File: src/rtl/sdrp_pkg.sv
// Shared types, constants and the CRC-8 byte step for the setting detail
// response parser. No dependencies.
`default_nettype none

package sdrp_pkg;

  // Frame layout and protocol constants
  localparam int unsigned MaxFrameDefault = 32;
  localparam logic [7:0]  CrcPoly         = 8'hD5;
  localparam logic [7:0]  FrameHeader     = 8'hCC;
  localparam logic [7:0]  TypeString      = 8'd10;
  localparam int unsigned MinLen          = 5;
  localparam int unsigned KindIndex       = 3;
  localparam int unsigned TermStartIndex  = 4;

  // Status codes
  localparam logic [2:0] StatusOk        = 3'd0;
  localparam logic [2:0] StatusTooShort  = 3'd1;
  localparam logic [2:0] StatusBadHeader = 3'd2;
  localparam logic [2:0] StatusNotString = 3'd3;
  localparam logic [2:0] StatusNoTerm    = 3'd4;
  localparam logic [2:0] StatusNoSize    = 3'd5;

  // One parse result
  typedef struct packed {
    logic [5:0] frame_length;
    logic [7:0] size_limit;
    logic [7:0] setting_kind;
    logic       crc_ok;
    logic [2:0] status;
  } result_t;

  // CRC-8, MSB first, no reflection, no final xor: one byte
  function automatic logic [7:0] crc8_step(input logic [7:0] crc, input logic [7:0] b);
    logic [7:0] c;
    c = crc ^ b;
    for (int k = 0; k < 8; k++) begin
      if (c[7]) begin
        c = {c[6:0], 1'b0} ^ CrcPoly;
      end else begin
        c = {c[6:0], 1'b0};
      end
    end
    return c;
  endfunction

endpackage

`default_nettype wire

File: src/rtl/setting_detail_response_parser.sv
// Top level of the setting detail response parser: input register, frame
// tracker and result register. Depends on sdrp_pkg, sdrp_frame_state, sdrp_out_reg.
//
//  Channel  Dir  Payload                               Transfer
//  s_axis   in   tdata[7:0] data_byte, tlast final     one per response byte
//  m_axis   out  tdata status..frame_length (26 bits)  one per frame, on final byte
//
// One byte per cycle sustained, save that a final byte waits while the
// result slot is taken; the CRC byte step and status decode are
// combinational between the input register and the result register. A
// result is loaded as its final byte leaves the input register.
// Reset clears all frame state and both valid flags.
// A stalled result holds only a final byte in the input register; other
// bytes keep flowing.
`default_nettype none

module setting_detail_response_parser #(
  parameter int unsigned MAX_FRAME = sdrp_pkg::MaxFrameDefault
) (
  input  wire logic        clk_i,
  input  wire logic        rst_ni,
  input  wire logic        s_axis_tvalid_i,
  output logic             s_axis_tready_o,
  input  wire logic [7:0]  s_axis_tdata_i,   // [7:0] data_byte
  input  wire logic        s_axis_tlast_i,   // last_in_frame
  output logic             m_axis_tvalid_o,
  input  wire logic        m_axis_tready_i,
  output logic [31:0]      m_axis_tdata_o    // [2:0] status, [3] crc_ok,
                                             // [11:4] setting_kind,
                                             // [19:12] size_limit,
                                             // [25:20] frame_length, rest zero
);

  logic              in_valid_q;
  logic [7:0]        in_byte_q;
  logic              in_last_q;
  logic              out_ready;
  logic              advance;
  sdrp_pkg::result_t result;

  // Move the held byte on unless it is final and the result slot is taken
  assign advance         = in_valid_q && (!in_last_q || out_ready);
  assign s_axis_tready_o = !in_valid_q || advance;

  // Input register valid flag
  always_ff @(posedge clk_i or negedge rst_ni) begin
    if (!rst_ni) begin
      in_valid_q <= 1'b0;
    end else if (s_axis_tready_o) begin
      in_valid_q <= s_axis_tvalid_i;
    end
  end

  // Input register payload
  always_ff @(posedge clk_i) begin
    if (s_axis_tvalid_i && s_axis_tready_o) begin
      in_byte_q <= s_axis_tdata_i;
      in_last_q <= s_axis_tlast_i;
    end
  end

  sdrp_frame_state #(
    .MAX_FRAME (MAX_FRAME)
  ) u_frame_state (
    .clk_i    (clk_i),
    .rst_ni   (rst_ni),
    .step_i   (advance),
    .byte_i   (in_byte_q),
    .last_i   (in_last_q),
    .result_o (result)
  );

  sdrp_out_reg u_out_reg (
    .clk_i           (clk_i),
    .rst_ni          (rst_ni),
    .load_i          (advance && in_last_q),
    .result_i        (result),
    .ready_o         (out_ready),
    .m_axis_tvalid_o (m_axis_tvalid_o),
    .m_axis_tready_i (m_axis_tready_i),
    .m_axis_tdata_o  (m_axis_tdata_o)
  );

`ifndef SYNTHESIS
  // Status is always one of the defined codes
  assert property (@(posedge clk_i) disable iff (!rst_ni)
    m_axis_tvalid_o |-> (m_axis_tdata_o[2:0] <= sdrp_pkg::StatusNoSize))
    else $error("status code out of range");

  // Size is reported only for a good frame
  assert property (@(posedge clk_i) disable iff (!rst_ni)
    (m_axis_tvalid_o && (m_axis_tdata_o[2:0] != sdrp_pkg::StatusOk))
      |-> (m_axis_tdata_o[19:12] == 8'h00))
    else $error("size_limit set on failed frame");

  // Length never passes the buffer size
  assert property (@(posedge clk_i) disable iff (!rst_ni)
    m_axis_tvalid_o |-> ((MAX_FRAME >= 64) || (m_axis_tdata_o[25:20] <= 6'(MAX_FRAME))))
    else $error("frame_length beyond buffer size");

  // A final byte blocked by a full result slot holds in the input register
  assert property (@(posedge clk_i) disable iff (!rst_ni)
    (in_valid_q && in_last_q && m_axis_tvalid_o && !m_axis_tready_i)
      |=> (in_valid_q && in_last_q))
    else $error("final byte lost while result stalled");
`endif

endmodule

`default_nettype wire

File: src/rtl/sdrp_frame_state.sv
// Per-frame tracking state and result decode for the response parser.
// Depends on sdrp_pkg (constants, crc8_step, result_t).
`default_nettype none

module sdrp_frame_state #(
  parameter int unsigned MAX_FRAME = sdrp_pkg::MaxFrameDefault
) (
  input  wire logic             clk_i,
  input  wire logic             rst_ni,
  input  wire logic             step_i,
  input  wire logic [7:0]       byte_i,
  input  wire logic             last_i,
  output sdrp_pkg::result_t     result_o
);

  localparam int unsigned CW = $clog2(MAX_FRAME + 1);

  logic [CW-1:0] cnt_q, cnt_d;
  logic [7:0]    crc_all_q, crc_all_d;
  logic [7:0]    crc_prev_q, crc_prev_d;
  logic [7:0]    latest_q, latest_d;
  logic          header_q, header_d;
  logic [7:0]    kind_q, kind_d;
  logic          term_found_q, term_found_d;
  logic [CW-1:0] term_idx_q, term_idx_d;
  logic [7:0]    size_q, size_d;
  logic          size_seen_q, size_seen_d;

  logic          keep;
  logic [CW:0]   term_next;
  logic [CW:0]   n_less_one;
  logic [CW+5:0] len_ext;
  logic [2:0]    status;

  // Update the tracking values for one byte; drop bytes past the buffer size
  always_comb begin
    keep         = (cnt_q < CW'(MAX_FRAME));
    term_next    = {1'b0, term_idx_q} + (CW+1)'(1);
    cnt_d        = cnt_q;
    crc_all_d    = crc_all_q;
    crc_prev_d   = crc_prev_q;
    latest_d     = latest_q;
    header_d     = header_q;
    kind_d       = kind_q;
    term_found_d = term_found_q;
    term_idx_d   = term_idx_q;
    size_d       = size_q;
    size_seen_d  = size_seen_q;
    if (keep) begin
      crc_prev_d = crc_all_q;
      crc_all_d  = sdrp_pkg::crc8_step(crc_all_q, byte_i);
      latest_d   = byte_i;
      if (cnt_q == '0) begin
        header_d = (byte_i == sdrp_pkg::FrameHeader);
      end
      if (cnt_q == CW'(sdrp_pkg::KindIndex)) begin
        kind_d = byte_i;
      end
      if (term_found_q && !size_seen_q && ({1'b0, cnt_q} == term_next)) begin
        size_d      = byte_i;
        size_seen_d = 1'b1;
      end
      if ((cnt_q >= CW'(sdrp_pkg::TermStartIndex)) && !term_found_q && (byte_i == 8'h00)) begin
        term_found_d = 1'b1;
        term_idx_d   = cnt_q;
      end
      cnt_d = cnt_q + CW'(1);
    end
  end

  // Decode the result from the values after this byte
  always_comb begin
    n_less_one = {1'b0, cnt_d} - (CW+1)'(1);
    len_ext    = {6'b0, cnt_d};
    if (cnt_d < CW'(sdrp_pkg::MinLen)) begin
      status = sdrp_pkg::StatusTooShort;
    end else if (!header_d) begin
      status = sdrp_pkg::StatusBadHeader;
    end else if (kind_d != sdrp_pkg::TypeString) begin
      status = sdrp_pkg::StatusNotString;
    end else if (!term_found_d || ({1'b0, term_idx_d} >= n_less_one)) begin
      status = sdrp_pkg::StatusNoTerm;
    end else if (!size_seen_d || (({1'b0, term_idx_d} + (CW+1)'(1)) >= n_less_one)) begin
      status = sdrp_pkg::StatusNoSize;
    end else begin
      status = sdrp_pkg::StatusOk;
    end
    result_o.status       = status;
    result_o.crc_ok       = (cnt_d != '0) && (latest_d == crc_prev_d);
    result_o.setting_kind = kind_d;
    result_o.size_limit   = (status == sdrp_pkg::StatusOk) ? size_d : 8'h00;
    result_o.frame_length = len_ext[5:0];
  end

  // Advance on each byte; start fresh after the final one
  always_ff @(posedge clk_i or negedge rst_ni) begin
    if (!rst_ni) begin
      cnt_q        <= '0;
      crc_all_q    <= '0;
      crc_prev_q   <= '0;
      latest_q     <= '0;
      header_q     <= 1'b0;
      kind_q       <= '0;
      term_found_q <= 1'b0;
      term_idx_q   <= '0;
      size_q       <= '0;
      size_seen_q  <= 1'b0;
    end else if (step_i) begin
      if (last_i) begin
        cnt_q        <= '0;
        crc_all_q    <= '0;
        crc_prev_q   <= '0;
        latest_q     <= '0;
        header_q     <= 1'b0;
        kind_q       <= '0;
        term_found_q <= 1'b0;
        term_idx_q   <= '0;
        size_q       <= '0;
        size_seen_q  <= 1'b0;
      end else begin
        cnt_q        <= cnt_d;
        crc_all_q    <= crc_all_d;
        crc_prev_q   <= crc_prev_d;
        latest_q     <= latest_d;
        header_q     <= header_d;
        kind_q       <= kind_d;
        term_found_q <= term_found_d;
        term_idx_q   <= term_idx_d;
        size_q       <= size_d;
        size_seen_q  <= size_seen_d;
      end
    end
  end

endmodule

`default_nettype wire

File: src/rtl/sdrp_out_reg.sv
// Result register of the response parser, driving the master-side stream.
// Depends on sdrp_pkg (result_t).
`default_nettype none

module sdrp_out_reg (
  input  wire logic              clk_i,
  input  wire logic              rst_ni,
  input  wire logic              load_i,
  input  wire sdrp_pkg::result_t result_i,
  output logic                   ready_o,
  output logic                   m_axis_tvalid_o,
  input  wire logic              m_axis_tready_i,
  output logic [31:0]            m_axis_tdata_o
);

  logic              valid_q;
  sdrp_pkg::result_t data_q;

  // Free when empty or when the held result transfers this cycle
  assign ready_o = !valid_q || m_axis_tready_i;

  // Hold valid until the result transfers
  always_ff @(posedge clk_i or negedge rst_ni) begin
    if (!rst_ni) begin
      valid_q <= 1'b0;
    end else if (load_i) begin
      valid_q <= 1'b1;
    end else if (m_axis_tready_i) begin
      valid_q <= 1'b0;
    end
  end

  // Capture the result payload
  always_ff @(posedge clk_i) begin
    if (load_i) begin
      data_q <= result_i;
    end
  end

  assign m_axis_tvalid_o = valid_q;
  assign m_axis_tdata_o  = {6'b0, data_q};

endmodule

`default_nettype wire
File: config.mk
export PLATFORM = sky130hd
export DESIGN_NAME = setting_detail_response_parser
export DESIGN_NICKNAME = d
export VERILOG_FILES = /design/src/rtl/sdrp_pkg.sv /design/src/rtl/setting_detail_response_parser.sv /design/src/rtl/sdrp_frame_state.sv /design/src/rtl/sdrp_out_reg.sv
export SDC_FILE = /design/constraint.sdc
export NUM_CORES = 1
export LEC_CHECK = 0
export ABC_AREA = 1
export BUFFER_PORTS_ARGS = -buffer_cell sky130_fd_sc_hd__buf_2
export CAP_MARGIN = 20
export CORE_ASPECT_RATIO = 0.5
export CORE_MARGIN = 2
export CORE_UTILIZATION = 30
export DETAILED_ROUTE_END_ITERATION = 6
export GPL_TIMING_DRIVEN = 1
export HOLD_SLACK_MARGIN = 0.08
export MAX_ROUTING_LAYER = met4
export PLACE_DENSITY_LB_ADDON = 0.05
export SKIP_LAST_GASP = 1
export SLEW_MARGIN = 10
export SYNTH_ARGS = -nofsm -noshare
export SYNTH_HDL_FRONTEND = slang
export SYNTH_SLANG_ARGS = --single-unit
File: constraint.sdc
create_clock -name clk_i -period 6.6 [get_ports clk_i]
set_input_delay 1.32 -clock clk_i [delete_from_list [all_inputs] [get_ports clk_i]]
set_output_delay 1.32 -clock clk_i [all_outputs]
set_load 0.005 [all_outputs]
-- Word-level counts from Yosys, hierarchy flattened
Index checks and enable logic that the tools add are counted.
- add/sub/neg operators: 4
- $lt $le $gt $ge: 5
- equal/unequal tests: 5
- mux-type cells: 48
- bitwise gates (word level): 9
- reductions and logical operators: 27
- operator list (kind ; count):
    8-bit two-way mux ; 27
    5-bit inverter ; 8
    6-bit two-way mux ; 5
    3-bit two-way mux ; 5
    6-bit by 1-bit adder with 7-bit output, second input constant ; 2
    1-bit two-way mux ; 11
    8-bit equality test ; 1
    8-bit equality test, second input constant ; 1
    1-bit logical AND ; 8
    8-bit zero test ; 1
    8-bit by 4-bit != test with 1-bit output, second input constant ; 1
    8-bit bitwise XOR ; 1
    6-bit by 7-bit equality test with 1-bit output ; 1
    6-bit by 7-bit greater-or-equal comparator with 1-bit output ; 1
    7-bit greater-or-equal comparator ; 1
    1-bit zero test ; 7
    6-bit by 1-bit subtractor with 7-bit output, second input constant ; 1
    6-bit by 1-bit adder with 6-bit output, second input constant ; 1
    6-bit by 2-bit equality test with 1-bit output, second input constant ; 1
    6-bit by 3-bit greater-or-equal comparator with 1-bit output, second input constant ; 1
    6-bit zero test ; 1
    6-bit by 3-bit < comparator with 1-bit output, second input constant ; 1
    6-bit < comparator, second input constant ; 1
    6-bit nonzero test ; 1
    other kinds (4) ; 9
- register bits after elaboration: 92
- output and inout port bits: 34
- logic and storage cells: 117

-- Longest topological paths before layout
Gate-level depths: netlist of run 1.
- depth after elaboration: 26
- mapped depth: 22
- mapped depth without buffers: 21

-- By module
Synthesis of run 1 repeated with hierarchy kept, for this count alone.
- cells, all modules: 590
- area, all modules: 5166.2 µm²
- modules (own cells, without submodules) (module ; instances ; cells each ; area each (µm²)):
    sdrp_frame_state ; 1 ; 533 ; 3951.3
    sdrp_out_reg ; 1 ; 38 ; 874.6
    setting_detail_response_parser ; 1 ; 19 ; 340.3

-- Worst setup path after synthesis of run 1
OpenSTA, ideal clock, no wires.
- kind: flip-flop to flip-flop
- start: reg u_frame_state.cnt_q[5]
- end: reg u_out_reg.data_q (netlist bit u_out_reg.m_axis_tdata_o[14]), data pin
- setup time: 0.259 ns
- data arrival time: 2.852 ns
- required time: 6.341 ns
- setup slack: 3.488 ns
- stages on the path, launching flop included: 21
- buffers on the path: 2
- clock period less this slack: 3.112 ns
- path through: dfrtp_1 buf_6 clkinv_4 buf_6 nand2_1 nor2_1 nand2_1 o21ai_0 ha_1 nand2_1 nor2_1 xor2_1 ha_1 inv_1 nor4_1 nand2_1 o211ai_1 o21bai_1 inv_1 nand4_4 nor2_1
- word-level cells in the longest chain between the ends: 14
- elaborated cells between the ends (all ways): 38
- ends and longest elaborated chain (item ; RTL line ; source):
    start, declared ; sdrp_frame_state.sv:18 ; logic [CW-1:0] cnt_q, cnt_d;
    start signal, assigned ; sdrp_frame_state.sv:121 ; cnt_q <= cnt_d;
    6-bit by 3-bit greater-or-equal comparator with 1-bit output ; sdrp_frame_state.sv:63 ; if ((cnt_q >= CW'(sdrp_pkg::TermStartIndex)) && !term_found_q && (byte_i == 8'h00)) begin
    1-bit logical AND (2 in series) ; sdrp_frame_state.sv:63 ;
    6-bit two-way mux ; sdrp_frame_state.sv:63 ;
    6-bit two-way mux ; sdrp_frame_state.sv:49 ; if (keep) begin
    6-bit by 1-bit adder with 7-bit output ; sdrp_frame_state.sv:83 ; end else if (!size_seen_d || (({1'b0, term_idx_d} + (CW+1)'(1)) >= n_less_one)) begin
    7-bit greater-or-equal comparator ; sdrp_frame_state.sv:83 ;
    1-bit logical OR ; sdrp_frame_state.sv:83 ;
    3-bit two-way mux ; sdrp_frame_state.sv:83 ;
    3-bit two-way mux ; sdrp_frame_state.sv:81 ; end else if (!term_found_d || ({1'b0, term_idx_d} >= n_less_one)) begin
    3-bit two-way mux ; sdrp_frame_state.sv:79 ; end else if (kind_d != sdrp_pkg::TypeString) begin
    3-bit two-way mux ; sdrp_frame_state.sv:77 ; end else if (!header_d) begin
    3-bit two-way mux ; sdrp_frame_state.sv:75 ; if (cnt_d < CW'(sdrp_pkg::MinLen)) begin
    3-bit zero test ; sdrp_frame_state.sv:91 ; result_o.size_limit = (status == sdrp_pkg::StatusOk) ? size_d : 8'h00;
    end signal, assigned ; sdrp_out_reg.sv:36 ; data_q <= result_i;
    end, declared ; sdrp_out_reg.sv:17 ; sdrp_pkg::result_t data_q;
Several ways; a longest one is shown, not always the timed one.
A chain may end at the register's enable or synchronous reset.

-- Worst setup path in the final report of run 1
- start: reg u_frame_state.cnt_q[5]
- end: reg u_out_reg.data_q (netlist bit u_out_reg.m_axis_tdata_o[12]), data pin
The elaborated chain is that of the path after synthesis.

==> reports/qor.yml, run 1 <==
hold_viol: 0
timing.fmax_ghz: 0.262
cp.required_ns: 6.80
cpPeakStageDelay_ns: 0.64
placement.io_buffers: 40
syn-mean-instance-area_um2: 8.56
vias: 4050
drcViolationCount: 0
setup_viol: 0
syn-cell-area_mm2: 0.00525
synth_top_area_share_pct: 27.2
min_from: "u_frame_state.latest_q[6]$_DFFE_PN0P_"
clock-sinks: 92
coreArea_mm2: 0.0173
ys_warn_count: 0
cts_buffers: 9
worst_pin_slew_ns: 0.906
slew_headroom_pct: 39.2
dr.pass1.iters: 4
clockRootBuffer: "clkbuf_16"
ys_ff_latch: 92
routedWlPerCell_um: 15.2
min_period_ns: 3.82
cts_resized: 0
ctsLongestPathBuffers: 2
viasPerCell: 4.55
p_leak_nw: 2.88
fin_tns_setup_ns: 0
initial_utilization_pct: 30.4
whs_ns: 0.484
hold_buffers: 0
hold_end: "u_frame_state.latest_q[6]$_DFFE_PN0P_"
antenna_found_initial: 0
grt_pass1_vias: 3926
final_area_mm2: 0.00601
diodes: 0
p_per_area_mw_per_mm2: 334
area_growth_pct: 14.4
synth_top_cell_by_area: "dfrtp_1"
routabilityCongestion: 0.805
synth_edf_count: 35
cts_max_level: 3
synth_commonest_cells: "nand2_1, inv_1, dfrtp_1, edfxtp_1, o21ai_0"
final_nets: 683
wirelength_mm: 13.6
std_cell_rows: 34
min_path_type: "flop to flop"
r2r-end: "u_out_reg.m_axis_tdata_o[12]$_SDFFCE_PP0P_"
crit_type: "flop to flop"
synthArstFlopShare_pct: 62.0
reg2reg_slack_ns: 2.78
postRouteAntennaNets: 0
yosysMostFrequentCell: "nand2_1"
ir_worst_vdd_mv: 0.152
clk_pin_slew_worst_paths_ns: 0.07
r2r-start: "u_frame_state.cnt_q[5]$_DFFE_PN0P_"
rsz0062_at_grt: "false"
cp_max_fo: 11
grt_remaining_overflow: 0
status: "finished, final reports clean"
ios: 47
chipHeight_um: 97.5
path_common_cell: "nor2_1"
period_share_pct: 57.9
hold_depth: 2
final_core_util_pct: 34.8
cp_slowest_cell: "dfrtp_1"
ys_top_cells_by_area: "dfrtp_1, edfxtp_1, nand2_1"
cts_setup_buffers: 0
placed_cell_area_mm2: 0.00565
cp.arrival_ns: 4.02
start_kind: "flop"
path_cells: "clkinv_4 -> nand2_2 -> nor2_4 -> nor2_1 -> nand2_1 -> o21ai_0 -> ha_1 -> nand2_1 -> nor2_1 -> and3_1 -> ha_1 -> a21oi_1 -> o31a_1 -> o211ai_1 -> o21bai_1 -> inv_1 -> nand4_4 -> nor2_1"
grt_max_degree: 58
dp_hpwl_mm: 9.87
cts_tree: "yes"
reg2reg_depth: 18
first_iter_violations: 140
syn_inst: 613
yosysUniqueCellTypes: 42
slew_violations: 0
die_x_um: 191
synthFlopType: "dfrtp_1"
skew_ns: 0.0124
critPathCaptureType: "flop"
die_area_mm2: 0.0186
maxCapViolations: 0
ys_seq_area_share_pct: 47.2
drive_gt1_share_pct: 14.0
grt_usage_pct: 16.0
grt_pass1_wl_mm: 21.8
clock_latency_ns: 0.35
cells by family after synthesis:
group | after synthesis | synth area share (%)
buffers and inverters | 115 | 9.22
adders and majority gates | 18 | 4.29
DFF | 92 | 47.2
and+or+nand+nor | 246 | 21.0
other | 1 | 0.0714
AOI/OAI and AO/OA | 100 | 10.9
xor gates and xnor gates | 41 | 7.27
stage by stage:
step	worst slack, ns	total power [mW]	cells
after floorplan	3.49	1.30	618
after global placement	2.36	1.49	873
after detailed placement	2.16	1.49	873
after CTS	2.15	2.04	889
after global routing	2.32	2.18	891
final	2.78	2.01	891
layout make-up:
type,instances,area (um2)
Tap cell,234,293
Sequential cell,92,2480
Clock inverter,6,60.1
Clock buffer,10,250
Multi-Input combinational cell,411,2310
Timing Repair Buffer,45,265
Fill cell,1829,11300
Inverter,93,354
registers in the layout, indices dropped and copies added, names as in the netlist:
name	cells
u_frame_state.term_idx_q	6
in_last_q	1
in_valid_q	1
u_frame_state.term_found_q	1
u_out_reg.m_axis_tvalid_o	1
in_byte_q	8
u_frame_state.crc_all_q	8
u_frame_state.latest_q	8
u_frame_state.header_q	1
u_frame_state.cnt_q	6
u_frame_state.size_seen_q	1
u_out_reg.m_axis_tdata_o	26
u_frame_state.kind_q	8
u_frame_state.crc_prev_q	8
u_frame_state.size_q	8
worst max path at each step:
stage | from | to | cells past startpoint
after floorplan | u_frame_state.cnt_q[5]$_DFFE_PN0P_ | u_out_reg.m_axis_tdata_o[14]$_SDFFCE_PP0P_ | 20
after detailed placement | u_frame_state.cnt_q[5]$_DFFE_PN0P_ | u_out_reg.m_axis_tdata_o[12]$_SDFFCE_PP0P_ | 19
after CTS | u_frame_state.cnt_q[5]$_DFFE_PN0P_ | u_out_reg.m_axis_tdata_o[12]$_SDFFCE_PP0P_ | 18
after global routing | u_frame_state.cnt_q[5]$_DFFE_PN0P_ | u_out_reg.m_axis_tdata_o[14]$_SDFFCE_PP0P_ | 18
final | u_frame_state.cnt_q[5]$_DFFE_PN0P_ | u_out_reg.m_axis_tdata_o[12]$_SDFFCE_PP0P_ | 18
after global placement | u_frame_state.cnt_q[5]$_DFFE_PN0P_ | u_out_reg.m_axis_tdata_o[13]$_SDFFCE_PP0P_ | 19
routing by layer:
metal	global-route usage [%]	wire [um]
met1	22.4	7100
met2	23.2	5830
met3	2.93	433
met4	5.09	191
met5	-	0
worst max-delay path: cells and delay by family (launching register included):
| family | cells | cell delay, ns |
|---|---|---|
| AO/OA/AOI/OAI | 5 | 1.02 |
| adder cells (fa/ha/maj) | 2 | 0.52 |
| buffers and inverters | 2 | 0.34 |
| flip-flops | 1 | 0.64 |
| AND/OR/NAND/NOR | 9 | 1.17 |
power breakdown:
part,switching (mW),internal [mW]
sequential,0.0542,0.667
combinational,0.487,0.261
clock,0.250,0.288
total,0.790,1.22
cells in the final DEF, fill, tap and decap left out, types with 3 or more instances in the layout:
| cell | synthesis | final |
|---|---|---|
| a21oi_1 | 11 | 11 |
| buf_2 | 2 | 40 |
| buf_4 | 6 | 3 |
| clkbuf_16 | 0 | 10 |
| conb_1 | 1 | 6 |
| dfrtp_1 | 57 | 57 |
| edfxtp_1 | 35 | 35 |
| ha_1 | 18 | 18 |
| inv_1 | 83 | 83 |
| inv_2 | 8 | 8 |
| nand2_1 | 152 | 152 |
| nand2_2 | 4 | 4 |
| nand3_1 | 29 | 29 |
| nand4_1 | 9 | 9 |
| nor2_1 | 32 | 32 |
| nor3_2 | 3 | 3 |
| nor4_1 | 3 | 3 |
| o21ai_0 | 35 | 35 |
| o21ai_1 | 10 | 10 |
| o22ai_1 | 33 | 33 |
| xnor2_1 | 15 | 15 |
| xor2_1 | 23 | 23 |
| xor2_2 | 3 | 3 |
Power figures use the tool's default switching activity.
==> run 2, diff against run 1 <==
--- a/config.mk
+++ b/config.mk
@@ -5,7 +5,7 @@
 export SDC_FILE = /design/constraint.sdc
 export NUM_CORES = 1
 export LEC_CHECK = 0
-export ABC_AREA = 1
+export ABC_AREA = 0
 export BUFFER_PORTS_ARGS = -buffer_cell sky130_fd_sc_hd__buf_2
 export CAP_MARGIN = 20
 export CORE_ASPECT_RATIO = 0.5
==> constraint.sdc (replaced) <==
create_clock -name clk_i -period 3.7 [get_ports clk_i]
set_input_delay 0.74 -clock clk_i [delete_from_list [all_inputs] [get_ports clk_i]]
set_output_delay 0.74 -clock clk_i [all_outputs]
set_load 0.005 [all_outputs]
==> run 2 against run 1 <==
Net effect: the run now ends with negative setup slack left; critical endpoint is now u_out_reg.m_axis_tdata_o[17]$_SDFFCE_PP0P_; worst hold slack got worse by 0.24 ns; cell count fell by 8.6%; worst setup slack got worse by 2.8 ns; global-route usage rose by 1.5 points; total power rose by 66%; highest routed layer unchanged; clock skew barely moved; sequential share of layout area fell by 2.1 points.
==> reports/qor.yml, run 2 <==
status: "finished, violations left"  # was finished, final reports clean
violations: "negative setup slack"
clock-sinks: 92  # unchanged
grt_pass1_vias: 4044  # was 3926
yosysUniqueCellTypes: 57  # was 42
p_per_area_mw_per_mm2: 526  # was 334 mW/mm2
skew_ns: 0.0124  # about the same
drive_gt1_share_pct: 24.5  # was 14.0%
vias: 4005  # was 4050
synth_top_cell_by_area: "dfrtp_1"  # unchanged
final_common_cell: "nand2_1"  # unchanged
crit_type: "flop to flop"  # unchanged
die_x_um: 189  # was 191 um
dr.pass1.iters: 7  # was 4
whs_ns: 0.244  # was 0.484 ns
area_growth_pct: 22.8  # was 14.4%
rsz0062_at_grt: "true"  # was false
r2r-end: "u_out_reg.m_axis_tdata_o[17]$_SDFFCE_PP0P_"  # was u_out_reg.m_axis_tdata_o[12]$_SDFFCE_PP0P_
die_area_mm2: 0.0183  # was 0.0186 mm2
top_register: "u_out_reg.m_axis_tdata_o"  # unchanged
worst_pin_slew_ns: 0.622  # was 0.906 ns
syn-cell-area_mm2: 0.00515  # was 0.00525 mm2
layout_common_cells: "nand2_1, dfrtp_1, buf_4"  # was nand2_1, inv_1, dfrtp_1
grt_remaining_overflow: 0  # unchanged
synth_commonest_cells: "nand2_1, dfrtp_1, o21ai_0, edfxtp_1, xnor2_1"  # was nand2_1, inv_1, dfrtp_1, edfxtp_1, o21ai_0
synthFlopType: "dfrtp_1"  # unchanged
period_share_pct: 102  # was 57.9%
slew_violations: 0  # unchanged
reg2reg_slack_ns: -0.06  # was 2.78 ns
viasPerCell: 4.92  # was 4.55
ys_warn_count: 0  # unchanged
largest_register_ff_count: 26  # unchanged
intPower_mw: 2.22  # was 1.22 mW
cp.required_ns: 3.89  # was 6.80 ns
r2r-start: "in_byte_q[3]$_DFFE_PP_"  # was u_frame_state.cnt_q[5]$_DFFE_PN0P_
postRouteAntennaNets: 0  # unchanged
maxCapViolations: 0  # unchanged
yosysMostFrequentCell: "nand2_1"  # unchanged
slew_headroom_pct: 57.3  # was 39.2%
initial_utilization_pct: 31.0  # was 30.4%
chipHeight_um: 96.7  # was 97.5 um
min_path_type: "input port to asynchronous set/reset pin"  # was flop to flop
antenna_found_initial: 0  # unchanged
synthArstFlopShare_pct: 62.0  # unchanged
ys_seq_area_share_pct: 48.1  # was 47.2%
syn_inst: 503  # was 613
cts_buffers: 9  # unchanged
grt_max_degree: 51  # was 58
coreArea_mm2: 0.0166  # was 0.0173 mm2
ys_top_cells_by_area: "dfrtp_1, edfxtp_1, xnor2_1"  # was dfrtp_1, edfxtp_1, nand2_1
critPathCaptureType: "flop"  # unchanged
std_cell_rows: 33  # was 34
setup_viol: 9  # was 0
drcViolationCount: 0  # unchanged
ys_ff_latch: 92  # unchanged
p_leak_nw: 2.68  # was 2.88 nW
cts_tree: "yes"  # unchanged
placedCellCount: 798  # was 873
first_iter_violations: 259  # was 140
syn-mean-instance-area_um2: 10.2  # was 8.56 um2
seq_power_share_pct: 38.7  # was 35.9%
cp.arrival_ns: 3.95  # was 4.02 ns
final_core_util_pct: 38.1  # was 34.8%
wirelength_mm: 15.0  # was 13.6 mm
placement.io_buffers: 40  # unchanged
ios: 47  # unchanged
grt_usage_pct: 17.5  # was 16.0%
synth_edf_count: 35  # unchanged
reg2reg_depth: 13  # was 18
clock_power_share_pct: 29.0  # was 26.8%
ctsLongestPathBuffers: 2  # unchanged
swShare_pct: 33.3  # was 39.4%
ir_worst_vdd_mv: 0.297  # was 0.152 mV
min_period_ns: 3.76  # was 3.82 ns
dp_hpwl_mm: 11.0  # was 9.87 mm
routabilityCongestion: 0.795  # was 0.805
grt_pass1_wl_mm: 23.7  # was 21.8 mm
synth_top_area_share_pct: 27.7  # was 27.2%
start_kind: "flop"  # unchanged
fin_cells: 814  # was 891
final_nets: 613  # was 683
finalWorstSetupSlack_ns: -0.0618  # was 2.78 ns
diodes: 0  # unchanged
clockRootBuffer: "clkbuf_16"  # unchanged
clk_pin_slew_worst_paths_ns: 0.07  # about the same
timing.fmax_ghz: 0.266  # was 0.262 GHz
hold_viol: 0  # unchanged
routedWlPerCell_um: 18.4  # was 15.2 um
cts_max_level: 3  # unchanged
clock_latency_ns: 0.34  # was 0.35 ns
power_switching_mw: 1.11  # was 790 uW
cp_max_fo: 7  # was 11
p_comb_share_pct: 32.4  # was 37.3%
-- run 2: cell types whose count changed after synthesis, sizes merged, moves of 9 or more --
cell	previous run	this run
xor2	26	17
mux2i	0	14
nand3	31	10
a22o	2	13
xnor2	15	29
inv	91	24
o22ai	33	1
clkbuf	11	20
nand2	158	64
nor2	36	17
-- run 2: final cells by class --
| type | count | area, um2 |
|---|---|---|
| Sequential cell | 92 | 2480 |
| Timing Repair Buffer | 94 | 647 |
| Fill cell | 1685 | 10300 |
| Multi-Input combinational cell | 361 | 2520 |
| Tap cell | 227 | 284 |
| Clock buffer | 10 | 239 |
| Clock inverter | 6 | 68.8 |
| Inverter | 24 | 90.1 |
-- run 2: metal layers --
layer | GRT usage, % | wire (um)
met3 | 3.16 | 569
met4 | 2.74 | 72
met1 | 26.7 | 8120
met2 | 24.2 | 6190
met5 | - | 0
-- run 2: worst max-delay path: stages, from the launching register on --
cell      delay (ns)
edfxtp_1        0.40
or4_4           0.53
or4_4           0.52
mux2_4          0.34
nor2_4          0.10
nand3_1         0.08
a22o_1          0.23
ha_2            0.17
or4_4           0.54
nor2_2          0.09
a211o_1         0.18
o211ai_4        0.11
buf_12          0.16
nor3_2          0.14
-- run 2: logic make-up (layout without fill, tap and decap cells) --
group | Yosys count | count (layout) | share of synthesized area (%)
compound gates | 114 | 114 | 14.6
xor+xnor | 47 | 47 | 8.25
fa+ha+maj | 18 | 18 | 4.37
buf+inv | 55 | 134 | 4.69
flops | 92 | 92 | 48.1
mux | 16 | 16 | 3.16
other cells | 1 | 6 | 0.0728
simple gates | 160 | 160 | 16.8
-- run 2: power by group through the flow --
stage          clock network [mW]  logic (mW)  registers [mW]
2_1_floorplan                   0       0.759            1.29
3_3_place_gp                    0        1.07            1.31
3_5_place_dp                    0        1.06            1.31
4_1_cts                      1.00        1.07            1.29
5_1_grt                      1.04        1.19            1.31
6_report                    0.964        1.08            1.29
-- run 2: through the flow --
step | TNS, ns | setup slack, ns | power, mW | instance area (um2)
after floorplan | -0.182 | -0.121 | 2.05 | 5180
after global placement | -0.00539 | -0.00539 | 2.38 | 5950
after detailed placement | -0.303 | -0.0708 | 2.37 | 5950
after CTS | -0.243 | -0.0469 | 3.36 | 6290
after global routing | -1.90 | -0.230 | 3.54 | 6330
final | -0.404 | -0.0618 | 3.33 | 6330
-- run 2: how the worst max path moves through the flow --
stage                                                       endpoint                               start  slack, ns
final                     u_out_reg.m_axis_tdata_o[17]$_SDFFCE_PP0P_              in_byte_q[3]$_DFFE_PP_      -0.06
after global routing      u_out_reg.m_axis_tdata_o[13]$_SDFFCE_PP0P_              in_byte_q[3]$_DFFE_PP_      -0.23
after CTS                 u_out_reg.m_axis_tdata_o[19]$_SDFFCE_PP0P_              in_byte_q[3]$_DFFE_PP_      -0.05
after detailed placement       u_out_reg.m_axis_tdata_o[0]$_DFFE_PP_              in_byte_q[4]$_DFFE_PP_      -0.07
after global placement         u_out_reg.m_axis_tdata_o[0]$_DFFE_PP_  u_frame_state.cnt_q[5]$_DFFE_PN0P_     -0.005
after floorplan                u_out_reg.m_axis_tdata_o[2]$_DFFE_PP_  u_frame_state.cnt_q[5]$_DFFE_PN0P_      -0.12
-- run 2: what timing repair did --
item	4_1_cts	5_1_grt
resized for setup	8	7
pin swaps	3	1
hold buffers	0	0
setup buffers	0	0
endpoints found under the setup margin	10	10
